## src/hw/rtl/bounded_undo_redo_history_macros.svh

```systemverilog
// Assertion macros shared by the undo/redo history RTL.
`ifndef BOUNDED_UNDO_REDO_HISTORY_MACROS_SVH
`define BOUNDED_UNDO_REDO_HISTORY_MACROS_SVH

// Consequent must hold in the cycle after the antecedent.
`define URH_ASSERT_NEXT(label, ante, cons) \
    label: assert property (@(posedge clk) disable iff (!rst_n) (ante) |=> (cons)) \
        else $error("urh assertion failed");

// Consequent must hold in the same cycle as the antecedent.
`define URH_ASSERT_NOW(label, ante, cons) \
    label: assert property (@(posedge clk) disable iff (!rst_n) (ante) |-> (cons)) \
        else $error("urh assertion failed");

`endif

```

## src/hw/rtl/urh_pkg.sv

```systemverilog
// Package with the types and constants of the undo/redo history block.
package urh_pkg;

    localparam int SNAP_BITS      = 32;
    localparam int MAX_STEPS_BITS = 7;
    localparam logic [MAX_STEPS_BITS-1:0] MAX_STEPS_RESET = 7'd64;

    typedef enum logic [1:0] {
        CMD_PUSH  = 2'd0,
        CMD_UNDO  = 2'd1,
        CMD_REDO  = 2'd2,
        CMD_CLEAR = 2'd3
    } cmd_t;

    // Per-cycle control for one stack of cells.
    typedef struct packed {
        logic push;
        logic pop;
        logic clear;
    } stk_ctrl_t;

endpackage

```

## src/hw/rtl/urh_cell.sv

```systemverilog
// One stack entry cell; it loads from its upper neighbor on push, lower on pop.
module urh_cell
    import urh_pkg::*;
#(
    parameter int W = 32
) (
    input  logic      clk,
    input  stk_ctrl_t ctrl,
    input  logic [W-1:0] above,
    input  logic [W-1:0] below,
    output logic [W-1:0] q
);

    logic [W-1:0] entry_reg;
    logic [W-1:0] entry_next;

    always_comb
    begin
        entry_next = entry_reg;
        if (ctrl.push)
        begin
            entry_next = above;
        end
        else if (ctrl.pop)
        begin
            entry_next = below;
        end
    end

    always_ff @(posedge clk)
    begin
        entry_reg <= entry_next;
    end

    assign q = entry_reg;

endmodule

```

## src/hw/rtl/urh_stack.sv

```systemverilog
// Bounded stack built as a row of shifting cells, newest entry in cell zero.
module urh_stack
    import urh_pkg::*;
#(
    parameter int DEPTH = 64,
    parameter int W     = 32,
    parameter int CNT_W = $clog2(DEPTH + 1)
) (
    input  logic             clk,
    input  logic             rst_n,
    input  stk_ctrl_t        ctrl,
    input  logic [W-1:0]     push_data,
    input  logic [CNT_W-1:0] lim,
    output logic [W-1:0]     top,
    output logic [CNT_W-1:0] count
);

    logic [W-1:0]     q [DEPTH];
    logic [CNT_W-1:0] cnt_reg;
    logic [CNT_W-1:0] cnt_next;
    logic [CNT_W:0]   cnt_inc;

    // Cell i takes cell i-1 on push and cell i+1 on pop; entries past the
    // count are stale and never read.
    for (genvar i = 0; i < DEPTH; i++)
    begin : g_cell
        logic [W-1:0] above;
        logic [W-1:0] below;

        if (i == 0)
        begin : g_first
            assign above = push_data;
        end
        else
        begin : g_mid
            assign above = q[i-1];
        end

        if (i == DEPTH - 1)
        begin : g_last
            assign below = q[i];
        end
        else
        begin : g_inner
            assign below = q[i+1];
        end

        urh_cell #(.W(W)) u_cell (
            .clk   (clk),
            .ctrl  (ctrl),
            .above (above),
            .below (below),
            .q     (q[i])
        );
    end

    assign cnt_inc = {1'b0, cnt_reg} + {{CNT_W{1'b0}}, 1'b1};

    // A push past the limit drops the oldest entries by capping the count.
    always_comb
    begin
        cnt_next = cnt_reg;
        if (ctrl.clear)
        begin
            cnt_next = '0;
        end
        else if (ctrl.push)
        begin
            if (cnt_inc > {1'b0, lim})
            begin
                cnt_next = lim;
            end
            else
            begin
                cnt_next = cnt_inc[CNT_W-1:0];
            end
        end
        else if (ctrl.pop)
        begin
            cnt_next = cnt_reg - {{(CNT_W-1){1'b0}}, 1'b1};
        end
    end

    always_ff @(posedge clk or negedge rst_n)
    begin
        if (!rst_n)
        begin
            cnt_reg <= '0;
        end
        else
        begin
            cnt_reg <= cnt_next;
        end
    end

    assign top   = q[0];
    assign count = cnt_reg;

endmodule

```

## config.mk

```make
export PLATFORM = sky130hd
export DESIGN_NAME = urh_stack
export DESIGN_NICKNAME = d
export VERILOG_FILES = /design/src/hw/rtl/bounded_undo_redo_history_macros.svh /design/src/hw/rtl/urh_pkg.sv /design/src/hw/rtl/urh_cell.sv /design/src/hw/rtl/urh_stack.sv
export SDC_FILE = /design/constraint.sdc
export NUM_CORES = 2
export LEC_CHECK = 0
export ABC_AREA = 1
export BUFFER_PORTS_ARGS = -buffer_cell sky130_fd_sc_hd__buf_2
export CORE_MARGIN = 4
export CORE_UTILIZATION = 55
export CTS_BUF_LIST = sky130_fd_sc_hd__clkbuf_16
export DETAILED_ROUTE_END_ITERATION = 6
export PLACE_DENSITY = 0.78
export SLEW_MARGIN = 10
export SYNTH_ARGS = -nofsm -noshare
export SYNTH_HDL_FRONTEND = slang
export SYNTH_SLANG_ARGS = --single-unit
```

## constraint.sdc

```tcl
create_clock -name clk -period 7.36 [get_ports clk]
set_clock_uncertainty 0.2 [all_clocks]
set_input_delay 0.368 -clock clk [delete_from_list [all_inputs] [get_ports clk]]
set_output_delay 0.368 -clock clk [all_outputs]
set_load 0.03 [all_outputs]
```

==> impl_results.md <==
* Placed cell area at 0.0874 sq mm
* Post-route cell area at 0.0943 sq mm
* Post-route setup slack at 2980 ps
* Worst Path Class, Setup: flop to flop
* CTS tree: built
* Initial antenna violation count at 0
* Latest clock arrival within the worst-skew pair at 810 ps
* Layout cells sized above 1 at 5.00%
* R2R setup slack at 2980 ps
* PortBufs at 82
* Worst Path Buf+Inv at 5
* Crit path largest cell delay at 590 ps
* Worst-path clk slew at 60 ps
* Placer's final routability congestion estimate at 0.772
* Worst EP arrival at 4870 ps
* Fin crit period at 4380 ps
* Die area at 0.163 sq mm
* Top cell type's share of synthesized area at 71.4%
* Slew margin rel. at 16.1%
* Utilization after layout at 61.0%
* Core Area at 0.155 sq mm
* Top delay family on crit path: buffers and inverters
* Largest net degree at the start of global routing at 298
* CTS Buf Count at 192
* Critical Path Source Type: flop
* Layout area overhead at 9.53%
* DR WL/cell at 14.6 um
* Final Cycle Share at 59.5%
* Pwr Density at 293 mW/mm^2
* ANT cells at 0
* First-pass GRT wire length at 244 mm
* FF-to-FF path depth at 21
* Syn avg cell area at 11.1 sq um
* Vias in the first global route at 50648
* Cell depth of the worst hold path at 3
* Final WL at 144 mm
* Router iterations before antenna repair at 6
* Clk buf depth at 3
* Boundary pin count at 83
* Final setup violation count at 0
* H-tree level count at 4
* Most common cell after layout, fill and taps aside: nand2_1
* Total power at 27600 uW
* Cell row count at 144
* DR vias at 52628
* Hold Violations, Final at 0
* CTS root buf: clkbuf_16
* Crit-path max FO at 9
* Final nets at 7747
* DP HPWL at 78.5 mm
* CP Cell Sequence: ha_1 > nand2_1 > nor2_1 > nand2_1 > xor2_1 > inv_1 > ha_1 > nand2_1 > nor2_1 > nor2_1 > nand2_1 > inv_1 > nand2_2 > nand2_4 > nand2_1 > nand3_1 > dlygate4sd3_1 > nand2_1 > dlygate4sd3_1 > nand2_1 > dlygate4sd3_1
* Maximum clock frequency at 228 MHz
* Yosys cell types at 24
* Levels on crit path at 21
* Number of vias per cell at 5.31
* Req. time, crit path at 7850 ps
* Antenna Nets Post-Route at 0
* Synth Register Bits at 2055
* Sink Count at 2055
* Hold Crit Class: input pin to flop
* Cell count after synthesis at 7758
* # DRC at 0
* Outcome: finished, final reports clean
* Setup TNS Final at 0 ps
* Slowest cell on the critical path: dlygate4sd3_1
* Initial Util at 55.7%
* Worst path most repeated cell: nand2_1
* Post-synthesis sequential area ratio at 71.6%
* Pleak at 0.0377 uW
* Worst slew pin tran at 1260 ps
* MaxCap Viol Count at 0
* Die height at 404 um
* Most frequent cells in the layout: 2347 x nand2_1, 2048 x edfxtp_1, 1694 x o21ai_0, 1002 x inv_1, 194 x clkbuf_16
* Worst slack at placement at 3840 ps
* Die span in x at 404 um
* Synth Net Count at 7811
* Critical path capture point type: flop
* Ys Warns at 0
* Worst IR Drop VDD at 0.275 mV
* Gr ovfl total at 0
* RSZ-0062 raised after global routing: false
* Iteration-0 DRC Markers at 6198
* Yosys top cell by area: edfxtp_1
* Mapped cell area at 0.0861 sq mm
* Count of final max-slew check failures at 0
* GRT Util Overall at 17.4%
* # Post-CTS Setup Buffers at 0
* Synth top area cells: edfxtp_1 71%, nand2_1 10%, o21ai_0 9.8%
logic make-up (layout without fill, tap and decap cells):
group / Yosys count / count (layout) / synth area share (%)
and+or+nand+nor: 2387 / 2387 / 10.5
DFF: 2055 / 2055 / 71.6
AOI/OAI and AO/OA: 1885 / 1885 / 11.0
buffers and inverters: 1418 / 1518 / 6.81
adders and majority gates: 9 / 9 / 0.131
xor gates and xnor gates: 4 / 4 / 0.0407
final timing paths:
path / endpoint / from
max: count[6] / count[0]
min: g_cell[0].u_cell.q[11] / ctrl[1]
max reg2reg: count[6] / count[0]
min reg2reg: g_cell[63].u_cell.q[22] / g_cell[62].u_cell.q[22]
max in group asynchronous: count[0] / rst_n
min in group asynchronous: count[6] / rst_n
layout make-up:
cell class	count	area, sq um
clock buffer	194	4850
clock inverter	164	1340
fill	11451	60400
inverter	968	3670
multi-input combinational	4285	18600
sequential	2055	61700
tap	2044	2560
timing repair buffer	192	1650
cell usage after synthesis:
| library cell | number |
|---|---|
| nand3_1 | 18 |
| o21ai_1 | 186 |
| nor2_2 | 2 |
| nor2_1 | 13 |
| inv_1 | 966 |
| nand2_2 | 1 |
| edfxtp_1 | 2048 |
| nand2_1 | 2347 |
| buf_4 | 77 |
| dfrtp_1 | 7 |
| o21ai_0 | 1694 |
| inv_2 | 2 |
| nand4_1 | 1 |
| a21oi_1 | 5 |
| buf_2 | 170 |
| nand3_2 | 1 |
| clkbuf_1 | 198 |
| nor2_4 | 1 |
| xor2_1 | 3 |
| xnor2_1 | 1 |
| ha_1 | 9 |
| buf_6 | 5 |
| nand2_4 | 1 |
| nor3_1 | 2 |
through the flow:
| stage | hold WS, ps | instances |
|---|---|---|
| finish | 122 | 9902 |
| global route | 166 | 9902 |
| CTS | 101 | 9902 |
| detailed placement | 23.6 | 9473 |
| global placement | 27.0 | 9473 |
| floorplan | -128 | 7758 |
sequential cells by signal (all words and copies together), names as in the netlist:
name and count:
count 7, g_cell.u_cell.q 2048
power by group:
group | switching [uW] | internal (uW) | total (uW)
registers | 659 | 14900 | 15600
clock network | 4240 | 5440 | 9680
logic | 1610 | 732 | 2340
repair_timing:
| action | CTS | global route |
|---|---|---|
| endpoints found under the setup margin | 0 | 0 |
| hold endpoints to repair | 104 | 0 |
| hold buffers | 71 | 0 |
| gates resized for setup | 0 | 0 |
routing by layer:
layer | GRT usage [%] | routed length (um) | vias to the layer above | part of all wire, %
met5 | 0 | 0 | - | 0
met4 | 4.79 | 2920 | 0 | 2.0
met3 | 2.56 | 5810 | 223 | 4.0
met2 | 27.8 | 69400 | 1133 | 48
met1 | 25.2 | 66000 | 25290 | 46
li1 | - | - | 25982 | -
worst register-to-register path: stages (launching register included):
cell and delay [ps]:
dfrtp_1 480, ha_1 230, nand2_1 90, nor2_1 160, nand2_1 90, xor2_1 130, inv_1 70, ha_1 320
nand2_1 70, nor2_1 80, nor2_1 40, nand2_1 50, inv_1 50, nand2_2 170, nand2_4 100, nand2_1 70
nand3_1 50, dlygate4sd3_1 590, nand2_1 70, dlygate4sd3_1 540, nand2_1 60, dlygate4sd3_1 550
Note: power is estimated with default switching activity, not from simulation.
